--- src/rtl/core/a2c_pkg.sv ---
// Shared constants and types for the cubic atan2 approximation block.
// No dependencies; every module of the block imports this package.
`default_nettype none

package a2c_pkg;

    localparam int DEF_IN_WIDTH  = 16;
    localparam int DEF_FRAC_BITS = 13;

    localparam int R_FRAC   = 15;
    localparam int QW       = R_FRAC + 1;
    localparam int INT_FRAC = 30;
    localparam int ANGLE_W  = 16;
    localparam int OUT_MAX  = 32767;

    localparam logic [27:0] K_C1    = 28'd210775520;
    localparam logic [29:0] K_C3    = 30'd1054092349;
    localparam logic [29:0] K_PI_4  = 30'd843314857;
    localparam logic [31:0] K_3PI_4 = 32'd2529944570;

    typedef struct packed {
        logic x_pos;
        logic y_neg;
        logic r_neg;
    } t_side;

endpackage

`default_nettype wire

--- src/rtl/core/a2c_prep.sv ---
// Input stage: folds the pair into magnitudes, the divisor and the divider's start value.
// Depends on a2c_pkg.
`default_nettype none

module a2c_prep import a2c_pkg::*; #(
    parameter int IN_WIDTH = DEF_IN_WIDTH
) (
    input  wire logic                       i_clk,
    input  wire logic                       i_rst_n,
    input  wire logic                       i_valid,
    output logic                            o_ready,
    input  wire logic signed [IN_WIDTH-1:0] i_y_value,
    input  wire logic signed [IN_WIDTH-1:0] i_x_value,
    output logic                            o_valid,
    input  wire logic                       i_ready,
    output t_side                           o_side,
    output logic [IN_WIDTH:0]               o_rem,
    output logic [QW-1:0]                   o_lq,
    output logic [IN_WIDTH:0]               o_den
);

    localparam int DW = IN_WIDTH + 1;
    localparam int DVW = DW + QW;

    logic           r_valid;
    t_side          r_side;
    logic [DW-1:0]  r_rem;
    logic [QW-1:0]  r_lq;
    logic [DW-1:0]  r_den;

    logic           w_y_neg;
    logic           w_x_neg;
    logic [DW-1:0]  w_ay;
    logic [DW-1:0]  w_ax;
    logic [DW-1:0]  w_mag;
    logic [DW-1:0]  n_den;
    logic [DVW-1:0] w_dvd;
    t_side          n_side;

    assign w_y_neg = i_y_value[IN_WIDTH-1];
    assign w_x_neg = i_x_value[IN_WIDTH-1];
    assign w_ay = w_y_neg ? DW'(~i_y_value) + DW'(2) : DW'($unsigned(i_y_value)) + DW'(1);
    assign w_ax = w_x_neg ? DW'(~i_x_value) + DW'(1) : DW'($unsigned(i_x_value));
    assign w_mag = (w_ax >= w_ay) ? (w_ax - w_ay) : (w_ay - w_ax);
    assign n_den = w_ay + w_ax;
    assign w_dvd = DVW'({w_mag, {R_FRAC{1'b0}}}) + DVW'(n_den >> 1);

    assign n_side.x_pos = !w_x_neg;
    assign n_side.y_neg = w_y_neg;
    assign n_side.r_neg = w_x_neg ? (w_ax > w_ay) : (w_ay > w_ax);

    assign o_ready = !r_valid || i_ready;

    always_ff @(posedge i_clk) begin
        if (!i_rst_n) begin
            r_valid <= 1'b0;
        end else if (o_ready) begin
            r_valid <= i_valid;
        end
    end

    always_ff @(posedge i_clk) begin
        if (o_ready) begin
            r_side <= n_side;
            r_rem  <= w_dvd[DVW-1:QW];
            r_lq   <= w_dvd[QW-1:0];
            r_den  <= n_den;
        end
    end

    assign o_valid = r_valid;
    assign o_side  = r_side;
    assign o_rem   = r_rem;
    assign o_lq    = r_lq;
    assign o_den   = r_den;

endmodule

`default_nettype wire

--- src/rtl/core/a2c_div_cell.sv ---
// One cell of the divider row: produces one quotient bit per pass.
// Depends on a2c_pkg.
`default_nettype none

module a2c_div_cell import a2c_pkg::*; #(
    parameter int IN_WIDTH = DEF_IN_WIDTH
) (
    input  wire logic             i_clk,
    input  wire logic             i_rst_n,
    input  wire logic             i_valid,
    output logic                  o_ready,
    input  wire t_side            i_side,
    input  wire logic [IN_WIDTH:0] i_rem,
    input  wire logic [QW-1:0]    i_lq,
    input  wire logic [IN_WIDTH:0] i_den,
    output logic                  o_valid,
    input  wire logic             i_ready,
    output t_side                 o_side,
    output logic [IN_WIDTH:0]     o_rem,
    output logic [QW-1:0]         o_lq,
    output logic [IN_WIDTH:0]     o_den
);

    localparam int DW = IN_WIDTH + 1;

    logic          r_valid;
    t_side         r_side;
    logic [DW-1:0] r_rem;
    logic [QW-1:0] r_lq;
    logic [DW-1:0] r_den;

    logic [DW:0]   w_trial;
    logic [DW:0]   w_diff;
    logic          w_ge;
    logic [DW-1:0] n_rem;
    logic [QW-1:0] n_lq;

    assign w_trial = {i_rem, i_lq[QW-1]};
    assign w_diff  = w_trial - {1'b0, i_den};
    assign w_ge    = w_trial >= {1'b0, i_den};
    assign n_rem   = w_ge ? w_diff[DW-1:0] : w_trial[DW-1:0];
    assign n_lq    = {i_lq[QW-2:0], w_ge};

    assign o_ready = !r_valid || i_ready;

    always_ff @(posedge i_clk) begin
        if (!i_rst_n) begin
            r_valid <= 1'b0;
        end else if (o_ready) begin
            r_valid <= i_valid;
        end
    end

    always_ff @(posedge i_clk) begin
        if (o_ready) begin
            r_side <= i_side;
            r_rem  <= n_rem;
            r_lq   <= n_lq;
            r_den  <= i_den;
        end
    end

    assign o_valid = r_valid;
    assign o_side  = r_side;
    assign o_rem   = r_rem;
    assign o_lq    = r_lq;
    assign o_den   = r_den;

    a_rem_below_den: assert property (@(posedge i_clk) disable iff (!i_rst_n)
        r_valid |-> (r_rem < r_den))
        else $error("divider remainder not below divisor");

endmodule

`default_nettype wire

--- src/rtl/core/a2c_poly.sv ---
// Polynomial back end: signs the ratio, evaluates the cubic, adds the base angle,
// rounds, saturates and applies the sign of y. Depends on a2c_pkg.
`default_nettype none

module a2c_poly import a2c_pkg::*; #(
    parameter int FRAC_BITS = DEF_FRAC_BITS
) (
    input  wire logic                       i_clk,
    input  wire logic                       i_rst_n,
    input  wire logic                       i_valid,
    output logic                            o_ready,
    input  wire t_side                      i_side,
    input  wire logic [QW-1:0]              i_quo,
    output logic                            o_valid,
    input  wire logic                       i_ready,
    output logic signed [ANGLE_W-1:0]       o_angle
);

    localparam int NST    = 6;
    localparam int R_W    = QW + 1;
    localparam int SQ_W   = 2 * R_W;
    localparam int R2_W   = 2 * R_FRAC + 1;
    localparam int P1_W   = $bits(K_C1) + R2_W;
    localparam int T_W    = P1_W - INT_FRAC;
    localparam int POLY_W = 32;
    localparam int P2_W   = POLY_W + R_W;
    localparam int ANG_W  = 36;
    localparam int SH     = INT_FRAC - FRAC_BITS;

    logic [NST-1:0] r_v;
    logic [NST:0]   w_rdy;

    t_side r_side [NST];
    logic signed [R_W-1:0] r_r [3];

    logic [R2_W-1:0]          r_r2;
    logic [P1_W-1:0]          r_p1;
    logic signed [POLY_W-1:0] r_poly;
    logic signed [P2_W-1:0]   r_p2;
    logic signed [ANG_W-1:0]  r_ang;
    logic signed [ANGLE_W-1:0] r_angle;

    logic signed [R_W-1:0]    n_r;
    logic signed [SQ_W-1:0]   n_sq;
    logic [P1_W-1:0]          n_p1;
    logic [P1_W-1:0]          w_p1_rnd;
    logic [T_W-1:0]           w_t;
    logic signed [POLY_W-1:0] n_poly;
    logic signed [P2_W-1:0]   n_p2;
    logic [P2_W-1:0]          w_p2_mag;
    logic [P2_W-1:0]          w_p2_rnd;
    logic [ANG_W-1:0]         w_cm;
    logic signed [ANG_W-1:0]  w_corr;
    logic [ANG_W-1:0]         w_base;
    logic signed [ANG_W-1:0]  n_ang;
    logic [ANG_W-1:0]         w_amag;
    logic [ANG_W-1:0]         w_arnd;
    logic [ANGLE_W-1:0]       w_sat;
    logic                     w_fneg;
    logic signed [ANGLE_W-1:0] n_angle;

    always_comb begin
        w_rdy[NST] = i_ready;
        for (int k = NST - 1; k >= 0; k--) begin
            w_rdy[k] = !r_v[k] || w_rdy[k+1];
        end
    end

    assign o_ready = w_rdy[0];

    always_ff @(posedge i_clk) begin
        if (!i_rst_n) begin
            r_v <= '0;
        end else begin
            if (w_rdy[0]) begin
                r_v[0] <= i_valid;
            end
            for (int k = 1; k < NST; k++) begin
                if (w_rdy[k]) begin
                    r_v[k] <= r_v[k-1];
                end
            end
        end
    end

    assign n_r  = i_side.r_neg ? -$signed({1'b0, i_quo}) : $signed({1'b0, i_quo});
    assign n_sq = n_r * n_r;

    assign n_p1 = P1_W'(K_C1) * P1_W'(r_r2);

    assign w_p1_rnd = r_p1 + (P1_W'(1) << (INT_FRAC - 1));
    assign w_t      = w_p1_rnd[P1_W-1:INT_FRAC];
    assign n_poly   = $signed(POLY_W'(w_t)) - $signed(POLY_W'(K_C3));

    assign n_p2 = r_poly * r_r[2];

    assign w_p2_mag = r_p2[P2_W-1] ? $unsigned(-r_p2) : $unsigned(r_p2);
    assign w_p2_rnd = (w_p2_mag + (P2_W'(1) << (R_FRAC - 1))) >> R_FRAC;
    assign w_cm     = w_p2_rnd[ANG_W-1:0];
    assign w_corr   = r_p2[P2_W-1] ? -$signed(w_cm) : $signed(w_cm);
    assign w_base   = r_side[3].x_pos ? ANG_W'(K_PI_4) : ANG_W'(K_3PI_4);
    assign n_ang    = $signed(w_base) + w_corr;

    assign w_amag  = r_ang[ANG_W-1] ? $unsigned(-r_ang) : $unsigned(r_ang);
    assign w_arnd  = (w_amag + (ANG_W'(1) << (SH - 1))) >> SH;
    assign w_sat   = (w_arnd > ANG_W'(OUT_MAX)) ? ANGLE_W'(OUT_MAX) : w_arnd[ANGLE_W-1:0];
    assign w_fneg  = r_ang[ANG_W-1] ^ r_side[4].y_neg;
    assign n_angle = w_fneg ? -$signed(w_sat) : $signed(w_sat);

    always_ff @(posedge i_clk) begin
        if (w_rdy[0]) begin
            r_side[0] <= i_side;
            r_r[0]    <= n_r;
            r_r2      <= $unsigned(n_sq[R2_W-1:0]);
        end
        if (w_rdy[1]) begin
            r_side[1] <= r_side[0];
            r_r[1]    <= r_r[0];
            r_p1      <= n_p1;
        end
        if (w_rdy[2]) begin
            r_side[2] <= r_side[1];
            r_r[2]    <= r_r[1];
            r_poly    <= n_poly;
        end
        if (w_rdy[3]) begin
            r_side[3] <= r_side[2];
            r_p2      <= n_p2;
        end
        if (w_rdy[4]) begin
            r_side[4] <= r_side[3];
            r_ang     <= n_ang;
        end
        if (w_rdy[5]) begin
            r_side[5] <= r_side[4];
            r_angle   <= n_angle;
        end
    end

    assign o_valid = r_v[NST-1];
    assign o_angle = r_angle;

    a_r2_bound: assert property (@(posedge i_clk) disable iff (!i_rst_n)
        r_v[0] |-> (r_r2 <= (R2_W'(1) << (2 * R_FRAC))))
        else $error("squared ratio out of range");

    a_poly_neg: assert property (@(posedge i_clk) disable iff (!i_rst_n)
        r_v[2] |-> (r_poly < 0))
        else $error("cubic factor not negative");

    a_sign_follows: assert property (@(posedge i_clk) disable iff (!i_rst_n)
        (r_v[5] && r_angle != 0 && r_side[5].y_neg) |-> (r_angle < 0))
        else $error("angle sign does not follow y");

endmodule

`default_nettype wire

--- src/rtl/core/atan2_cubic_approximation.sv ---
// Top level of the cubic atan2 approximation: preparation stage, divider cell row and
// polynomial back end. Depends on a2c_pkg, a2c_prep, a2c_div_cell and a2c_poly.
//
// A request carries a signed pair (y, x) on i_y_value and i_x_value with i_valid/o_ready.
// Each request yields exactly one angle on o_angle with o_valid/i_ready, in radians,
// signed with FRAC_BITS fraction bits, saturated to plus or minus 32767.
// The pipeline is 23 stages deep: one input stage, one divider cell per quotient bit
// (sixteen cells), and six stages of polynomial evaluation and rounding.
// One request is taken every cycle while the receiver keeps accepting angles.
// Every stage has its own valid bit and advances when the stage after it is empty or
// moving, so a stalled receiver only freezes the full part of the pipeline and empty
// stages keep filling until the whole row is occupied.
// Reset clears all valid bits synchronously; the block then accepts requests at once.
// The block keeps no state between requests.
`default_nettype none

module atan2_cubic_approximation import a2c_pkg::*; #(
    parameter int IN_WIDTH  = DEF_IN_WIDTH,
    parameter int FRAC_BITS = DEF_FRAC_BITS
) (
    input  wire logic                       i_clk,
    input  wire logic                       i_rst_n,
    input  wire logic                       i_valid,
    output logic                            o_ready,
    input  wire logic signed [IN_WIDTH-1:0] i_y_value,
    input  wire logic signed [IN_WIDTH-1:0] i_x_value,
    output logic                            o_valid,
    input  wire logic                       i_ready,
    output logic signed [ANGLE_W-1:0]       o_angle
);

    localparam int DW = IN_WIDTH + 1;

    logic          w_valid [QW+1];
    logic          w_ready [QW+1];
    t_side         w_side  [QW+1];
    logic [DW-1:0] w_rem   [QW+1];
    logic [QW-1:0] w_lq    [QW+1];
    logic [DW-1:0] w_den   [QW+1];

    a2c_prep #(
        .IN_WIDTH (IN_WIDTH)
    ) u_prep (
        .i_clk     (i_clk),
        .i_rst_n   (i_rst_n),
        .i_valid   (i_valid),
        .o_ready   (o_ready),
        .i_y_value (i_y_value),
        .i_x_value (i_x_value),
        .o_valid   (w_valid[0]),
        .i_ready   (w_ready[0]),
        .o_side    (w_side[0]),
        .o_rem     (w_rem[0]),
        .o_lq      (w_lq[0]),
        .o_den     (w_den[0])
    );

    for (genvar g = 0; g < QW; g++) begin : g_cell
        a2c_div_cell #(
            .IN_WIDTH (IN_WIDTH)
        ) u_cell (
            .i_clk   (i_clk),
            .i_rst_n (i_rst_n),
            .i_valid (w_valid[g]),
            .o_ready (w_ready[g]),
            .i_side  (w_side[g]),
            .i_rem   (w_rem[g]),
            .i_lq    (w_lq[g]),
            .i_den   (w_den[g]),
            .o_valid (w_valid[g+1]),
            .i_ready (w_ready[g+1]),
            .o_side  (w_side[g+1]),
            .o_rem   (w_rem[g+1]),
            .o_lq    (w_lq[g+1]),
            .o_den   (w_den[g+1])
        );
    end

    a2c_poly #(
        .FRAC_BITS (FRAC_BITS)
    ) u_poly (
        .i_clk   (i_clk),
        .i_rst_n (i_rst_n),
        .i_valid (w_valid[QW]),
        .o_ready (w_ready[QW]),
        .i_side  (w_side[QW]),
        .i_quo   (w_lq[QW]),
        .o_valid (o_valid),
        .i_ready (i_ready),
        .o_angle (o_angle)
    );

    a_quo_bound: assert property (@(posedge i_clk) disable iff (!i_rst_n)
        w_valid[QW] |-> (w_lq[QW] <= (QW'(1) << R_FRAC)))
        else $error("quotient exceeds unit magnitude");

    a_angle_sat: assert property (@(posedge i_clk) disable iff (!i_rst_n)
        o_valid |-> (o_angle != -ANGLE_W'(OUT_MAX) - ANGLE_W'(1)))
        else $error("angle outside the saturated range");

endmodule

`default_nettype wire

--- config.mk ---
export PLATFORM = sky130hd
export DESIGN_NAME = atan2_cubic_approximation
export DESIGN_NICKNAME = d
export VERILOG_FILES = /design/src/rtl/core/a2c_pkg.sv /design/src/rtl/core/a2c_prep.sv /design/src/rtl/core/a2c_div_cell.sv /design/src/rtl/core/a2c_poly.sv /design/src/rtl/core/atan2_cubic_approximation.sv
export SDC_FILE = /design/constraint.sdc
export NUM_CORES = 2
export LEC_CHECK = 0
export ABC_CLOCK_PERIOD_IN_PS = 16550
export BUFFER_PORTS_ARGS = -buffer_cell sky130_fd_sc_hd__buf_2
export CAP_MARGIN = 20
export CORE_ASPECT_RATIO = 0.5
export CORE_UTILIZATION = 54
export DETAILED_ROUTE_END_ITERATION = 7
export PLACE_DENSITY = 0.7
export SKIP_LAST_GASP = 1
export SYNTH_ARGS = -nofsm -noshare
export SYNTH_HDL_FRONTEND = slang
export SYNTH_SLANG_ARGS = --single-unit
--- constraint.sdc ---
create_clock -name i_clk -period 16.55 [get_ports i_clk]
set_input_delay 0 -clock i_clk [delete_from_list [all_inputs] [get_ports i_clk]]
set_output_delay 0 -clock i_clk [all_outputs]
set_load 0.005 [all_outputs]
==> flow_summary_export.csv <==
group,metric,value,unit
run_status,status,"finished, final reports clean",
synth,syn_inst,8876,
routing,drc,0,
clocking,cts.sinks,1004,
global_routing,gr-total-overflow,0,
floorplan,fp-row-count,106,
sta,finalHoldViolations,0,
critical_path,critPathMostFrequentCell,"fa_1",
critical_path,start_kind,"flop",
clocking,cts-htree-levels,3,
routing,drtPass1Iterations,6,
synth,yosys-top-cells-count,"inv_1 (1686), fa_1 (1001), edfxtp_1 (981)",
critical_path,crit_buf_inv,6,
final_layout,n_antenna_cell,0,
clocking,clkTransAtPathRegs,0.07,ns
critical_path,crit_path_end_kind,"flop",
final_layout,fillers,14123,
synth,synth_cell_types,105,
routing,drtIter0Drc,3895,
synth,synth_xor_area_frac,0.0416,
placed_design,dpl.hpwl,152000,µm
final_layout,area_growth,6.78,%
floorplan,boundaryPins,54,
synth,yosys.area_share.simple,0.118,
synth,synth_top_family_by_area,"adder cells",
global_routing,first_global_vias,62376,
critical_path,crit_path_top_delay_cell,"or4_1",
clocking,clk-insertion-delay-late,0.71,ns
sta,timing.fmax,105,MHz
sta,rsz0062_at_grt,"false",
global_routing,grt_max_degree,55,
synth,synth_fa_ha_area_frac,0.324,
synth,synth_top_cell_area_share,0.320,
floorplan,die_y,294,µm
sta,slew_headroom,0.291,
critical_path,criticalPathCategory,"flop to flop",
placed_design,gp_routability_congestion,0.898,
sta,finalMaxSlewViolations,0,
synth,yosys-top-cells-area,"edfxtp_1 (32%), fa_1 (22%), ha_1 (11%)",
synth,synth-edff-count,981,
clocking,cts_buffer_depth,3,
synth,muxShareOfSynthArea,0.0282,
sta,min_period_over_period,0.578,
synth,ys_ff_latch,1004,
critical_path,required,16.98,ns
min_path,hold_class,"input port to flop",
floorplan,fp.coreArea,168000,µm²
synth,synth.avg_cell_area,10.4,µm²
critical_path,reg2reg_slack,6.98,ns
job,cap_violations,0,
routing,drtAntennaViolNets,0,
floorplan,start_util,0.547,
placed_design,portBuffers,53,
sta,tns,0,ns
final_layout,nNetsFinal,10715,
routing,num_vias,60942,
clocking,cts_tree,"built",
critical_path,cpPeakStageDelay,0.59,ns
clocking,cts_buffers,94,
synth,yosysTopAreaCell,"edfxtp_1",
global_routing,grt_pass1_wl,319000,µm
floorplan,fp.dieW,586,µm
synth,async_flop_share,0,
routing,wl_per_cell,17.1,µm
synth,yosysWarnings,0,
final_layout,layout-drive-gt1-share,0.0596,
synth,yosysMostFrequentCell,"inv_1",
routing,viasPerCell,5.42,
clocking,cts-resized-gates,0,
critical_path,crit_fanout,11,
sta,clock_skew,0.0586,ns
global_routing,grt_use_total,0.230,
critical_path,worstPathArrival,9.99,ns
routing,wl,192000,µm
sta,period_needed,9.57,ns
floorplan,dieArea,172000,µm²
synth,synth_compound_area_frac,0.0856,
sta,worst_pin_slew,1.06,ns
sta,setup-violations-final,0,
critical_path,crit_family,"adder cells",
synth,synth_ff_type,"edfxtp_1",
synth,ys_seq_area_frac,0.325,
global_routing,antenna_found_initial,1,
clocking,root_buffer,"clkbuf_16",
synth,syn_area,92000,µm²
area by class of cell:
class	instances	area (µm²)	area share
Tap cell	2268	2840	0.0289
Multi-Input combinational cell	5979	55000	0.560
Clock buffer	110	2420	0.0247
Timing Repair Buffer	127	921	0.00937
Clock inverter	63	821	0.00835
Inverter	1692	6350	0.0646
Sequential cell	1004	29900	0.305
logic make-up after synthesis:
family / count (synthesis)
AO/OA/AOI/OAI: 1216
XOR/XNOR: 434
adder cells (fa/ha/maj): 1781
buffers and inverters: 1901
flip-flops: 1004
multiplexers: 236
other: 2
AND/OR/NAND/NOR: 2302
through the flow:
| stage | hold WS (ns) | instance area, µm² | util | worst slack (ns) | instances |
|---|---|---|---|---|---|
| after floorplan | 0.0989 | 92000 | - | 7.88 | 8884 |
| after global placement | 0.289 | 94800 | 0.564 | 7.25 | 11054 |
| after detailed placement | 0.294 | 94800 | 0.564 | 7.09 | 11054 |
| after CTS | 0.0476 | 98100 | 0.583 | 7.04 | 11236 |
| after global routing | 0.0794 | 98200 | 0.584 | 6.42 | 11243 |
| final | 0.0829 | 98200 | 0.584 | 6.98 | 11243 |
state kept, by name, summed over array words and instances, names as in the netlist, 31 cells and up:
| signal | count |
|---|---|
| g_cell.u_cell.o_den | 255 |
| g_cell.u_cell.o_lq | 136 |
| g_cell.u_cell.o_rem | 255 |
| g_cell.u_cell.o_side | 48 |
| u_poly.r_ang | 36 |
| u_poly.r_p1 | 31 |
| u_poly.r_p2 | 48 |
| u_poly.r_r | 49 |
path summary, 6_finish.rpt:
kind	depth (start not counted)	endpoint	start
worst max-delay path	29	u_poly.r_r2[29]$_DFFE_PP_	g_cell[15].u_cell.o_lq[4]$_DFFE_PP_
worst min-delay path	5	u_prep.o_lq[15]$_DFFE_PP_	i_x_value[0]
worst max register to register	29	u_poly.r_r2[29]$_DFFE_PP_	g_cell[15].u_cell.o_lq[4]$_DFFE_PP_
worst min register to register	0	u_poly.r_side[2][1]$_DFFE_PP_	u_poly.r_side[1][1]$_DFFE_PP_
cells in the final DEF (no fill, tap or decap), types with 28 or more instances in the layout:
cell / instances
and3_1: 40
nor3_1: 109
buf_2: 53
fa_1: 1001
mux2_2: 183
nand3_1: 91
nor2_1: 660
nor4_1: 54
nor2b_1: 86
nand4_1: 86
a31oi_1: 34
o21ai_0: 344
a21boi_0: 165
o21a_1: 35
a211oi_1: 32
a21o_1: 86
and2_1: 198
xor2_1: 122
edfxtp_1: 981
o31ai_1: 39
mux2i_1: 53
a21oi_1: 256
xnor2_1: 309
nand2_1: 742
inv_1: 1678
ha_1: 780
clkbuf_16: 94
buf_4: 60
or2_2: 28
nand2b_1: 80
or3_1: 39
worst reg2reg max path, delay by kind of cell (launching register included):
family / cells / cell delay (ns)
flip-flops: 1 / 0.44
adder cells (fa/ha/maj): 7 / 3.38
XOR/XNOR: 2 / 0.61
buffers and inverters: 6 / 0.85
AO/OA/AOI/OAI: 7 / 1.78
AND/OR/NAND/NOR: 7 / 2.26
routing by layer:
metal  global-route usage  share of wire
met4               0.0543          0.025
met2                0.400           0.49
met3               0.0273          0.043
met5                    0       0.000068
met1                0.307           0.44
timing repair:
item                                   in CTS  in global routing
buffers inserted                            0                  0
hold buffers                                9                  0
endpoints found under the hold margin      28                  0
Power is left out: the tool's default activity adds up to more than one toggle a clock period on the data nets, which glitch-free logic cannot reach.
